### config.mk
export PLATFORM = sky130hd
export DESIGN_NAME = rgb_led_bit_serializer_top
export DESIGN_NICKNAME = d
export VERILOG_FILES = /design/src/design/rlbs_pkg.sv /design/src/design/rlbs_front.sv /design/src/design/rlbs_queue.sv /design/src/design/rlbs_back.sv /design/src/design/rgb_led_bit_serializer_top.sv
export SDC_FILE = /design/constraint.sdc
export NUM_CORES = 1
export LEC_CHECK = 0
export BUFFER_PORTS_ARGS = -buffer_cell sky130_fd_sc_hd__buf_2
export CAP_MARGIN = 30
export CORE_MARGIN = 8
export CORE_UTILIZATION = 57
export CTS_BUF_LIST = sky130_fd_sc_hd__clkbuf_4
export DETAILED_ROUTE_END_ITERATION = 10
export PLACE_DENSITY = 0.78
export SLEW_MARGIN = 20
export SYNTH_ARGS = -nofsm -noshare
export SYNTH_HDL_FRONTEND = slang
export SYNTH_HIERARCHICAL = 1
export SYNTH_SLANG_ARGS = --single-unit
export TNS_END_PERCENT = 30
### constraint.sdc
create_clock -name clk -period 8 [get_ports clk]
set_input_delay 1.2 -clock clk [delete_from_list [all_inputs] [get_ports clk]]
set_output_delay 1.2 -clock clk [all_outputs]
set_load 0.005 [all_outputs]
### src/design/rlbs_pkg.sv
// ----------------------------------------------------------------------------
// rlbs_pkg
// Shared types and constants for the rgb led bit serializer.
// ----------------------------------------------------------------------------
`timescale 1ns / 1ps
`default_nettype none

package rlbs_pkg;

  localparam int LEVEL_W   = 8;
  localparam int NIBBLE_W  = 4;
  localparam int UNITS_W   = 4;
  localparam int SYMBOLS   = 24;
  localparam int SYM_IDX_W = 5;
  localparam int CFG_IDX_W = 2;
  localparam int IN_DATA_W  = 24;
  localparam int OUT_DATA_W = 16;

  localparam logic [CFG_IDX_W-1:0] CFG_LONG_PULSE  = 2'd0;
  localparam logic [CFG_IDX_W-1:0] CFG_SHORT_PULSE = 2'd1;

  localparam logic [UNITS_W-1:0] LONG_PULSE_RESET  = 4'd7;
  localparam logic [UNITS_W-1:0] SHORT_PULSE_RESET = 4'd1;

  localparam logic [SYM_IDX_W-1:0] LAST_SYM_IDX = 5'd23;

  // accepted levels are 0..15, so the scaled byte is the level nibble then four zeros
  typedef struct packed {
    logic [NIBBLE_W-1:0] green;
    logic [NIBBLE_W-1:0] red;
    logic [NIBBLE_W-1:0] blue;
  } colour_t;

  typedef struct packed {
    logic [UNITS_W-1:0] long_units;
    logic [UNITS_W-1:0] short_units;
  } pulse_cfg_t;

endpackage

`default_nettype wire

### src/design/rlbs_front.sv
// ----------------------------------------------------------------------------
// rlbs_front
// Range check and change detection; pushes colours that must be sent.
// ----------------------------------------------------------------------------
`timescale 1ns / 1ps
`default_nettype none

module rlbs_front (
  input  wire                           clk,
  input  wire                           rst,
  input  wire                           s_tvalid,
  output logic                          s_tready,
  input  wire  [rlbs_pkg::IN_DATA_W-1:0] s_tdata,
  input  wire                           queue_full,
  output logic                          push,
  output rlbs_pkg::colour_t             push_colour
);
  import rlbs_pkg::*;

  logic [LEVEL_W-1:0] red_level;
  logic [LEVEL_W-1:0] green_level;
  logic [LEVEL_W-1:0] blue_level;
  logic               in_range;
  logic               changed;
  colour_t            req;
  colour_t            sent;
  logic               colour_known;

  assign red_level   = s_tdata[7:0];
  assign green_level = s_tdata[15:8];
  assign blue_level  = s_tdata[23:16];

  assign in_range = (red_level[7:4] == '0) && (green_level[7:4] == '0) &&
                    (blue_level[7:4] == '0);

  always_comb begin
    req.green = green_level[3:0];
    req.red   = red_level[3:0];
    req.blue  = blue_level[3:0];
  end

  assign changed     = !colour_known || (req != sent);
  assign s_tready    = !queue_full;
  assign push        = s_tvalid && s_tready && in_range && changed;
  assign push_colour = req;

  always_ff @(posedge clk) begin
    if (rst) begin
      colour_known <= 1'b0;
      sent         <= '0;
    end else if (push) begin
      colour_known <= 1'b1;
      sent         <= req;
    end
  end

endmodule

`default_nettype wire

### src/design/rlbs_queue.sv
// ----------------------------------------------------------------------------
// rlbs_queue
// Small first-in first-out queue of colours between front and back.
// ----------------------------------------------------------------------------
`timescale 1ns / 1ps
`default_nettype none

module rlbs_queue #(
  parameter int DEPTH = 4
) (
  input  wire                clk,
  input  wire                rst,
  input  wire                push,
  input  rlbs_pkg::colour_t  push_colour,
  output logic               full,
  input  wire                pop,
  output rlbs_pkg::colour_t  pop_colour,
  output logic               empty
);
  import rlbs_pkg::*;

  localparam int AW = (DEPTH > 1) ? $clog2(DEPTH) : 1;
  localparam logic [AW-1:0] LAST_PTR = AW'(DEPTH - 1);
  localparam logic [AW:0]   FULL_CNT = (AW + 1)'(DEPTH);

  colour_t       mem [DEPTH];
  logic [AW-1:0] wr_ptr;
  logic [AW-1:0] rd_ptr;
  logic [AW:0]   count;
  logic          do_push;
  logic          do_pop;

  assign full       = (count == FULL_CNT);
  assign empty      = (count == '0);
  assign do_push    = push && !full;
  assign do_pop     = pop && !empty;
  assign pop_colour = mem[rd_ptr];

  always_ff @(posedge clk) begin
    if (do_push) begin
      mem[wr_ptr] <= push_colour;
    end
  end

  always_ff @(posedge clk) begin
    if (rst) begin
      wr_ptr <= '0;
      rd_ptr <= '0;
      count  <= '0;
    end else begin
      if (do_push) begin
        wr_ptr <= (wr_ptr == LAST_PTR) ? '0 : wr_ptr + 1'b1;
      end
      if (do_pop) begin
        rd_ptr <= (rd_ptr == LAST_PTR) ? '0 : rd_ptr + 1'b1;
      end
      if (do_push && !do_pop) begin
        count <= count + 1'b1;
      end else if (do_pop && !do_push) begin
        count <= count - 1'b1;
      end
    end
  end

endmodule

`default_nettype wire

### src/design/rlbs_back.sv
// ----------------------------------------------------------------------------
// rlbs_back
// Shifts a colour out as 24 symbols into an output register.
// ----------------------------------------------------------------------------
`timescale 1ns / 1ps
`default_nettype none

module rlbs_back (
  input  wire                             clk,
  input  wire                             rst,
  input  rlbs_pkg::pulse_cfg_t            pulse_cfg,
  input  wire                             queue_empty,
  input  rlbs_pkg::colour_t               queue_colour,
  output logic                            pop,
  output logic                            m_tvalid,
  input  wire                             m_tready,
  output logic [rlbs_pkg::OUT_DATA_W-1:0] m_tdata,
  output logic                            m_tlast
);
  import rlbs_pkg::*;

  logic [SYMBOLS-1:0]   shreg;
  logic [SYM_IDX_W-1:0] sym_idx;
  logic                 busy;
  logic                 advance;
  logic                 finishing;
  logic                 load;
  logic                 bit_value;
  logic [UNITS_W-1:0]   high_units;
  logic [UNITS_W-1:0]   low_units;
  logic                 last_bit;

  assign advance   = !m_tvalid || m_tready;
  assign finishing = busy && advance && (sym_idx == LAST_SYM_IDX);
  // reload right behind the last symbol so colours run without a gap
  assign load      = !queue_empty && (!busy || finishing);
  assign pop       = load;

  always_ff @(posedge clk) begin
    if (rst) begin
      busy    <= 1'b0;
      sym_idx <= '0;
    end else if (load) begin
      busy    <= 1'b1;
      sym_idx <= '0;
    end else if (busy && advance) begin
      busy    <= !finishing;
      sym_idx <= sym_idx + 1'b1;
    end
  end

  always_ff @(posedge clk) begin
    if (load) begin
      shreg <= {queue_colour.green, 4'b0000, queue_colour.red, 4'b0000,
                queue_colour.blue, 4'b0000};
    end else if (busy && advance) begin
      shreg <= {shreg[SYMBOLS-2:0], 1'b0};
    end
  end

  always_ff @(posedge clk) begin
    if (rst) begin
      m_tvalid <= 1'b0;
    end else if (advance) begin
      m_tvalid <= busy;
    end
  end

  always_ff @(posedge clk) begin
    if (advance && busy) begin
      bit_value  <= shreg[SYMBOLS-1];
      high_units <= shreg[SYMBOLS-1] ? pulse_cfg.long_units : pulse_cfg.short_units;
      low_units  <= shreg[SYMBOLS-1] ? pulse_cfg.short_units : pulse_cfg.long_units;
      last_bit   <= (sym_idx == LAST_SYM_IDX);
    end
  end

  assign m_tdata = {7'b0000000, low_units, high_units, bit_value};
  assign m_tlast = last_bit;

endmodule

`default_nettype wire

### src/design/rgb_led_bit_serializer_top.sv
// ----------------------------------------------------------------------------
// rgb_led_bit_serializer_top
// Colour request to led bit symbol serializer with pulse timing registers.
// ----------------------------------------------------------------------------
// A colour transaction carries 4-bit levels (0..15) in 8-bit fields; any level
// above 15 drops the request. A colour equal to the last one sent gives no
// output, except the first one after reset. A sent colour yields 24 symbol
// transactions, one per cycle while the output is taken: green, red, blue,
// msb first, tlast on the 24th. While the queue is not full, requests are taken
// one per cycle into a colour queue of QUEUE_DEPTH entries and the shift stage
// drains it, so a steady stream of changing colours is paced by the output
// register, which sends one symbol per cycle while the output is taken. Pulse
// registers are read as symbols leave, so write them only while idle.
`timescale 1ns / 1ps
`default_nettype none

module rgb_led_bit_serializer_top #(
  parameter int QUEUE_DEPTH = 4
) (
  input  wire                              clk,
  input  wire                              rst,
  input  wire                              cfg_we,
  input  wire  [rlbs_pkg::CFG_IDX_W-1:0]   cfg_index,
  input  wire  [rlbs_pkg::UNITS_W-1:0]     cfg_data,
  input  wire                              s_tvalid,
  output logic                             s_tready,
  // red_level[7:0], green_level[15:8], blue_level[23:16]
  input  wire  [rlbs_pkg::IN_DATA_W-1:0]   s_tdata,
  output logic                             m_tvalid,
  input  wire                              m_tready,
  // bit_value[0], high_units[4:1], low_units[8:5], zero fill above
  output logic [rlbs_pkg::OUT_DATA_W-1:0]  m_tdata,
  output logic                             m_tlast
);
  import rlbs_pkg::*;

  pulse_cfg_t pulse_cfg;
  logic       push;
  colour_t    push_colour;
  logic       queue_full;
  logic       queue_empty;
  logic       pop;
  colour_t    pop_colour;

  always_ff @(posedge clk) begin
    if (rst) begin
      pulse_cfg.long_units  <= LONG_PULSE_RESET;
      pulse_cfg.short_units <= SHORT_PULSE_RESET;
    end else if (cfg_we) begin
      case (cfg_index)
        CFG_LONG_PULSE:  pulse_cfg.long_units  <= cfg_data;
        CFG_SHORT_PULSE: pulse_cfg.short_units <= cfg_data;
        default: ;
      endcase
    end
  end

  rlbs_front u_front (
    .clk         (clk),
    .rst         (rst),
    .s_tvalid    (s_tvalid),
    .s_tready    (s_tready),
    .s_tdata     (s_tdata),
    .queue_full  (queue_full),
    .push        (push),
    .push_colour (push_colour)
  );

  rlbs_queue #(
    .DEPTH (QUEUE_DEPTH)
  ) u_queue (
    .clk         (clk),
    .rst         (rst),
    .push        (push),
    .push_colour (push_colour),
    .full        (queue_full),
    .pop         (pop),
    .pop_colour  (pop_colour),
    .empty       (queue_empty)
  );

  rlbs_back u_back (
    .clk          (clk),
    .rst          (rst),
    .pulse_cfg    (pulse_cfg),
    .queue_empty  (queue_empty),
    .queue_colour (pop_colour),
    .pop          (pop),
    .m_tvalid     (m_tvalid),
    .m_tready     (m_tready),
    .m_tdata      (m_tdata),
    .m_tlast      (m_tlast)
  );

endmodule

`default_nettype wire
==> results of run 1 <==
## routing by layer
layer  global-route usage  vias up  share of wire
met2                0.223       68           0.48
met1                0.170     1434           0.46
met4               0.0613        0         0.0095
met3               0.0530        7          0.052
li1                     -     1435              -
met5                    0        -              0
## path summary, 6_finish.rpt
kind,from,to,slack (ns),cells past startpoint
min reg2reg,u_front/sent[6],u_front/sent[6],0.50,2
max reg2reg,u_queue/count[0],u_queue/count[2],4.19,13
max,u_queue/count[0],u_queue/count[2],4.19,13
min,u_front/sent[6],u_front/sent[6],0.50,2
## through the flow
stage               setup slack, ns  hold WS [ns]  std cells  power (uW)   util
floorplan                      4.34         0.424        381         678      -
global placement               3.90         0.464        499         687  0.606
detailed placement             3.78         0.482        499         689  0.606
CTS                            4.21         0.499        531        1090  0.637
global route                   3.89         0.521        531        1120  0.637
finish                         4.19         0.497        531        1080  0.637
## critical path, cell delays in order (launching register included)
cell and delay, ns:
dfxtp_1 0.47, or3b_1 0.32, clkinv_4 0.11, nor4_2 0.27, nand4_1 0.20, a41oi_4 0.66
inv_1 0.17, nor2_2 0.18, ha_1 0.21, inv_1 0.07, fa_1 0.37, xor2_1 0.16
or3_2 0.40, a21oi_1 0.14
## state kept, by name, indices dropped and copies added (netlist names), 2 cells and up, named ones only
signal	cells
u_queue/count	3
u_queue/mem	48
u_back/low_units	4
u_queue/wr_ptr	2
u_back/shreg	20
u_front/sent	12
u_queue/rd_ptr	2
u_back/sym_idx	5
pulse_cfg	8
u_back/high_units	4
## synth_stat cells (2+ instances only)
cell type	count
nand3_1	3
a21oi_1	22
or4_1	3
a31oi_1	4
nand4_1	2
nor2b_1	5
a22o_1	14
o211ai_1	4
xnor2_1	5
and3b_1	2
nor4_4	2
buf_2	2
mux2_2	8
o31ai_2	2
o21ai_0	3
dfxtp_1	45
o22ai_1	2
xor2_1	9
mux2i_1	22
o31ai_1	3
clkbuf_1	8
mux4_2	12
and3_2	4
ha_1	7
nor3_1	2
edfxtp_1	70
nor2_1	13
buf_4	21
or2b_1	6
inv_1	11
nand2_1	4
nand2b_1	26
buf_6	5
## where the power goes
group / switching, uW / leakage [uW] / total (uW) / internal (uW)
Sequential: 4.41 / 0.000997 / 635 / 631
Clock: 218 / 0.000156 / 405 / 188
Combinational: 21.4 / 0.000871 / 39.9 / 18.5
Total: 243 / 0.00202 / 1080 / 837
## logic make-up after synthesis
| kind of cell | count (synthesis) | share of synthesized area |
|---|---|---|
| other cells | 1 | 0.000725 |
| compound gates | 60 | 0.0890 |
| simple gates | 84 | 0.111 |
| xor+xnor | 14 | 0.0237 |
| flops | 115 | 0.581 |
| buf+inv | 51 | 0.0617 |
| mux | 42 | 0.112 |
| fa+ha+maj | 8 | 0.0208 |
## area by class of cell
type	instances	area, um2
timing repair buffer	48	245
inverter	13	56.3
clock buffer	18	135
tap	108	135
sequential	115	3000
multi-input combinational	215	1870
clock inverter	14	136
fill	651	3180
==> run_results.csv, run 1 <==
group,metric,value,unit
synth,ys_ff_latch,115,
grt,grt_pass1_wl,14300,um
synth,synth.distinct_cells,57,
placed_design,portBuffers,46,
grt,grt_pass1_vias,2978,
floorplanning,io_pins,54,
grt,grt_use_total,0.142,
drt,dr.pass1.iters,4,
sta,report.final.slew_viol_count,0,
floorplanning,core-area,8760,um2
synth,yosysTopAreaCellShare,0.406,
placed_design,placed_area,5310,um2
sta,tightest_slew,0.797,ns
drt,drtIter0Drc,156,
worst_setup_path,cp-start-kind,"register",
clock_network,cts-resized-gates,0,
finish,final_cell_mix,"edfxtp_1 (70), buf_2 (46), dfxtp_1 (45)",
floorplanning,start_util,0.590,
finish,n_antenna_cell,0,
sta,slew_headroom,0.468,
worst_setup_path,critPathKind,"reg2reg",
grt,antenna_found_initial,0,
drt,vias,2944,
clock_network,holdBufCountCts,0,
worst_setup_path,end_kind,"register",
placed_design,dp_hpwl,5890,um
floorplanning,die_w,111,um
clock_network,htree_levels,4,
synth,synthTopCellsByArea,"edfxtp_1 (41%), dfxtp_1 (17%), mux4_2 (5.2%)",
drt,drc_errors,0,
sta,skew,0.0160,ns
power,ir_drop,0.000105,V
placed_design,gp_congestion,0.712,
power,p_leak,0.00202,uW
floorplanning,dieArea,12400,um2
finish,drive_gt1_frac,0.288,
drt,totalWireLength,8670,um
hold_path,worst_hold_path_type,"reg2reg",
flow_run,drv_cap,0,
sta,tns,0,ns
synth,synth-async-reset-ratio,0,
grt,grt_max_degree,53,
floorplanning,rows,34,
synth,ys_warn_count,6,
clock_network,clock_path_buffers,2,
clock_network,cts_made_buffers,17,
finish,syn2layout_area_growth,7.96,%
sta,hold_viol,0,
sta,setup_viol,0,
synth,synth_largest_area_cell,"edfxtp_1",
worst_setup_path,required,8.42,ns
worst_setup_path,arrival,4.22,ns
grt,grt-ovfl-total,0,
synth,syn_avg_cell_area,13.8,um2
clock_network,clock_latency,0.49,ns
sta,fmax,263,MHz
finish,fin_nets,453,
finish,postLayoutCellArea,5580,um2
sta,fin_crit,3.81,ns
clock_network,cts_tree,"done",
clock_network,cts_setup_buffers,0,
sta,rsz0062_at_grt,"no",
floorplanning,die_y,111,um
drt,ant_nets,0,
sta,period_share,0.476,
drt,routed_via_density,5.54,
synth,syn_inst,375,
worst_setup_path,cp_max_fo,19,
power,p_per_area,194,nW/um2
synth,netlist_area,5170,um2
synth,yosysSeqAreaShare,0.581,
finish,layout_commonest_cell,"edfxtp_1",
synth,ys.flop_type,"edfxtp_1",
drt,wl_per_cell,16.3,um
synth,synth-edff-count,70,
clock_network,cts.clk_slew.worst_paths,0.11,ns
clock_network,cts_root_buf,"clkbuf_4",
outcome,status,"finished clean",
clock_network,clock-sinks,115,
Note: power is estimated with default switching activity, not from simulation.
==> inputs of run 2 (changes only) <==
- CORE_UTILIZATION: 57 -> 55
- clock period: 8 -> 3.1 ns (I/O delays scaled with it)
==> run_results.csv, run 2 (same netlist as run 1, synthesis figures left out) <==
group,metric,value,unit
finish,n_antenna_cell,0,
sta,tightest_slew,0.793,ns
finish,post-route-util,0.623,
outcome,status,"finished clean",
sta,fin_crit,3.00,ns
worst_setup_path,cp_max_fo,5,
power,p_per_area,523,nW/um2
power,ir_drop,0.000380,V
floorplanning,die_y,113,um
finish,layout_commonest_cell,"edfxtp_1",
finish,fin_nets,459,
grt,grt_pass1_wl,14600,um
floorplanning,io_pins,54,
worst_setup_path,cp-start-kind,"register",
drt,wl_per_cell,16.4,um
sta,tns,0,ns
worst_setup_path,reg2reg_to,"u_queue/count[2]",
sta,hold_viol,0,
worst_setup_path,required,3.49,ns
sta,report.final.slew_viol_count,0,
sta,hold_ws,0.253,ns
hold_path,worst_hold_path_type,"in2reg",
grt,grt_pass1_vias,3039,
grt,antenna_found_initial,0,
clock_network,cts_tree,"done",
floorplanning,dieArea,12800,um2
placed_design,portBuffers,46,
floorplanning,start_util,0.562,
sta,skew,0.0155,ns
clock_network,cts_root_buf,"clkbuf_4",
grt,grt_use_met3,0.0543,
clock_network,clock_path_buffers,2,
clock_network,clock_latency,0.47,ns
hold_path,hold_depth,1,
finish,drive_gt1_frac,0.312,
drt,drtIter0Drc,140,
drt,vias,2971,
drt,ant_nets,0,
worst_setup_path,end_kind,"register",
sta,period_share,0.967,
sta,setup_viol,0,
clock_network,cts_made_buffers,17,
worst_setup_path,rr_worst_depth,13,
finish,largest_reg_flops,48,
finish,top_regs,"u_queue/mem (48), u_back/shreg (20), u_front/sent (12)",
clock_network,clock-sinks,115,
grt,grt-ovfl-total,0,
finish,syn2layout_area_growth,10.8,%
finish,regMostFlops,"u_queue/mem",
grt,grt_max_degree,53,
clock_network,cts.clk_slew.worst_paths,0.10,ns
grt,grt_use_total,0.146,
hold_path,hp-start,"s_tdata[17]",
grt,use_met2,0.245,
floorplanning,rows,35,
placed_design,dp_hpwl,5970,um
floorplanning,die_w,113,um
grt,grt.met1_usage,0.168,
worst_setup_path,critPathKind,"reg2reg",
power,finalPower,3000,uW
power,p_leak,0.00209,uW
drt,totalWireLength,8870,um
placed_design,gp_congestion,0.734,
drt,routed_via_density,5.50,
worst_setup_path,arrival,3.39,ns
drt,dr.pass1.iters,5,
sta,fmax,333,MHz
grt,top_usage_layer,"met2",
clock_network,htree_levels,4,
hold_path,hold_end,"u_queue/mem[3][1]",
flow_run,drv_cap,0,
finish,final_cell_mix,"edfxtp_1 (70), buf_2 (46), dfxtp_1 (42)",
worst_setup_path,rr_startpoint,"u_queue/count[2]",
worst_setup_path,rrSetupSlack,0.10,ns
drt,drc_errors,0,
floorplanning,core-area,9200,um2
sta,slew_headroom,0.470,
==> run 2: changes by cell type in the layout (fill, tap and decap cells not counted), sizes merged <==
cell	delta
buf	+6
bufinv	+3
inv	-3
clkbuf	+2
clkinv	-1
clkinvlp	-1
==> run 2: through the flow <==
step | setup slack [ns] | cell area [um2] | cells
final | 0.101 | 5730 | 540
after global routing | -0.0444 | 5730 | 540
after CTS | 0.0165 | 5680 | 538
after detailed placement | 0.0447 | 5350 | 506
after global placement | 0.190 | 5350 | 506
after floorplan | 0.00110 | 5200 | 381
==> run 2: cell type report <==
| class | count | area (um2) |
|---|---|---|
| Clock buffer | 20 | 150 |
| Sequential cell | 115 | 3010 |
| Timing Repair Buffer | 54 | 290 |
| Clock inverter | 12 | 186 |
| Inverter | 13 | 56.3 |
| Multi-Input combinational cell | 215 | 1900 |
| Tap cell | 111 | 139 |
| Fill cell | 715 | 3460 |
==> run 2: worst max-delay path by stage <==
stage	start	cells past startpoint	endpoint	slack (ns)
after floorplan	u_queue/count[0]	15	u_queue/count[2]	0.001
after global placement	u_queue/count[1]	11	u_queue/count[2]	0.19
after detailed placement	u_queue/count[0]	13	u_queue/count[2]	0.04
after CTS	u_queue/count[0]	13	u_queue/count[2]	0.02
after global routing	u_queue/count[2]	13	u_queue/count[2]	-0.04
final	u_queue/count[2]	13	u_queue/count[2]	0.10
==> run 2: metal layers <==
| metal | share of wire | vias up |
|---|---|---|
| li1 | - | 1443 |
| met1 | 0.43 | 1430 |
| met2 | 0.51 | 94 |
| met3 | 0.059 | 4 |
| met4 | 0.0060 | 0 |
| met5 | 0 | - |
==> run 2: where the power goes <==
group | switching (uW) | internal, uW
Combinational | 56.5 | 48.3
Sequential | 12.0 | 1630
Clock | 514 | 740
Total | 582 | 2420
==> run 2: repair_timing <==
action | 4_1_cts | 5_1_grt
buffers inserted | 0 | 2
setup endpoints to repair | 0 | 1
endpoints found under the hold margin | 0 | 0
gates resized for setup | 0 | 10
hold buffers | 0 | 0
==> run 2: worst max-delay path, stage by stage, from the launching register on <==
cell      delay (ns)
dfxtp_4         0.37
or3b_4          0.25
clkinv_4        0.07
nor4_4          0.27
nand4_1         0.21
a41oi_4         0.24
inv_2           0.08
nor2_4          0.12
ha_2            0.19
inv_1           0.05
fa_2            0.33
xor2_1          0.16
or3_2           0.42
a21oi_1         0.16
==> inputs of run 3 (changes only) <==
- PLACE_DENSITY: 0.78 -> 0.76
==> run_results.csv, run 3 (same netlist as run 1, synthesis figures left out) <==
group,metric,value,unit
finish,postLayoutCellArea,5680,um2
hold_path,hp-start,"s_tdata[16]",
flow_run,drv_cap,0,
sta,report.final.slew_viol_count,0,
worst_setup_path,cp_slowest_cell,"or3_2",
sta,setup_viol,0,
hold_path,hold_end,"u_queue/mem[0][0]",
grt,antenna_found_initial,0,
clock_network,clock_latency,0.49,ns
floorplanning,dieArea,12800,um2
worst_setup_path,cp_max_fo,14,
sta,tightest_slew,0.826,ns
worst_setup_path,reg2reg_to,"u_queue/count[2]",
floorplanning,die_w,113,um
worst_setup_path,critPathKind,"reg2reg",
drt,routed_via_density,5.63,
grt,grt-ovfl-total,0,
floorplanning,io_pins,54,
power,ir_drop,0.000321,V
outcome,status,"finished clean",
clock_network,cts_tree,"done",
drt,ant_nets,0,
worst_setup_path,rr_worst_depth,11,
finish,largest_reg_flops,48,
floorplanning,die_y,113,um
power,switching_power,636,uW
placed_design,placed_area,5350,um2
worst_setup_path,crit_chain,"nor3_1, buf_4, or2_2, o31ai_4, o31ai_2, ha_2, inv_1, fa_1, xor2_1, or3_2, a21oi_2",
power,p_seq_frac,0.568,
clock_network,htree_levels,4,
grt,grt_pass1_wl,15100,um
clock_network,clock-sinks,115,
grt,grt_max_degree,53,
finish,n_antenna_cell,0,
finish,regMostFlops,"u_queue/mem",
drt,totalWireLength,9090,um
worst_setup_path,rr_startpoint,"u_queue/count[0]",
sta,hold_viol,0,
worst_setup_path,rrSetupSlack,0.23,ns
drt,drtIter0Drc,148,
power,p_int,2250,uW
clock_network,cts_root_buf,"clkbuf_4",
worst_setup_path,cp_top_family,"simple AND/OR/NAND/NOR gates",
finish,drive_gt1_frac,0.308,
worst_setup_path,crit_buf_inv,2,
sta,slew_headroom,0.447,
drt,drc_errors,0,
hold_path,hold_depth,1,
sta,skew,0.0151,ns
floorplanning,start_util,0.562,
sta,rsz0062_at_grt,"no",
power,p_sw_frac,0.220,
floorplanning,core-area,9200,um2
sta,period_share,0.925,
drt,wl_per_cell,16.9,um
hold_path,worst_hold_path_type,"in2reg",
clock_network,clock_path_buffers,2,
finish,top_regs,"u_queue/mem (48), u_back/shreg (20), u_front/sent (12)",
finish,fin_nets,458,
clock_network,cts_made_buffers,17,
finish,syn2layout_area_growth,9.87,%
power,pwr-share-comb,0.037,
worst_setup_path,cp-start-kind,"register",
placed_design,dp_hpwl,6150,um
placed_design,gp_congestion,0.762,
worst_setup_path,cpPeakStageDelay,0.42,ns
worst_setup_path,arrival,3.29,ns
worst_setup_path,end_kind,"register",
power,p_leak,0.00205,uW
power,clock_power_share,0.396,
grt,grt_use_total,0.151,
clock_network,holdBufCountCts,0,
grt,grt_pass1_vias,3110,
drt,vias,3032,
drt,dr.pass1.iters,4,
sta,tns,0,ns
power,p_per_area,509,nW/um2
sta,fin_crit,2.87,ns
finish,layout_commonest_cell,"edfxtp_1",
finish,final_cell_mix,"edfxtp_1 (70), buf_2 (46), dfxtp_1 (42)",
sta,fmax,349,MHz
floorplanning,rows,35,
clock_network,cts.clk_slew.worst_paths,0.11,ns
placed_design,portBuffers,46,
worst_setup_path,required,3.52,ns
==> run 3: area by class of cell <==
class	instances	area [um2]
clock buffers	19	143
multi-input cells	215	1890
well taps	111	139
flip-flops and latches	115	3010
repair buffers	53	283
inverters	13	56.3
clock inverters	13	158
fillers	736	3510
==> run 3: power groups by stage <==
stage               clock network, uW  logic [uW]  registers [uW]
floorplan                           0        78.7            1670
global placement                    0        99.0            1670
detailed placement                  0         105            1680
CTS                              1180         106            1640
global route                     1250         117            1640
finish                           1140         106            1640
==> run 3: metrics by stage <==
step	hold WS [ns]	std cells	worst slack (ns)	utilization	power, uW
after floorplan	0.424	381	0.00110	-	1750
after global placement	0.457	506	0.223	0.581	1770
final	0.223	539	0.233	0.618	2890
after detailed placement	0.466	506	0.0905	0.581	1780
after global routing	0.173	539	0.0519	0.618	3010
after CTS	0.163	538	0.0583	0.614	2930
==> run 3: per-layer routing <==
layer / wire [um] / vias up / global-route usage
met3: 456 / 8 / 0.0564
met2: 4590 / 86 / 0.251
met4: 85 / 0 / 0.0533
met1: 3950 / 1486 / 0.174
li1: - / 1452 / -
met5: 0 / - / 0
==> run 3: worst max-delay path by stage <==
| stage | from | endpoint | slack (ns) | cells past startpoint |
|---|---|---|---|---|
| after floorplan | u_queue/count[0] | u_queue/count[2] | 0.001 | 15 |
| after global placement | u_queue/count[0] | u_queue/count[2] | 0.22 | 13 |
| after detailed placement | u_queue/count[0] | u_queue/count[2] | 0.09 | 13 |
| after CTS | u_queue/count[0] | u_queue/count[2] | 0.06 | 13 |
| after global routing | u_queue/count[0] | u_queue/count[2] | 0.05 | 11 |
| final | u_queue/count[0] | u_queue/count[2] | 0.23 | 11 |
==> run 3: what timing repair did <==
item / CTS / global route
setup endpoints to repair: 0 / 1
resized for setup: 0 / 8
buffers inserted: 0 / 1
==> run 3: worst reg2reg max path, stage by stage (launching register included) <==
cell	delay (ns)
dfxtp_2	0.37
nor3_1	0.24
buf_4	0.26
or2_2	0.18
o31ai_4	0.17
o31ai_2	0.17
ha_2	0.28
inv_1	0.05
fa_1	0.37
xor2_1	0.16
or3_2	0.42
a21oi_2	0.13
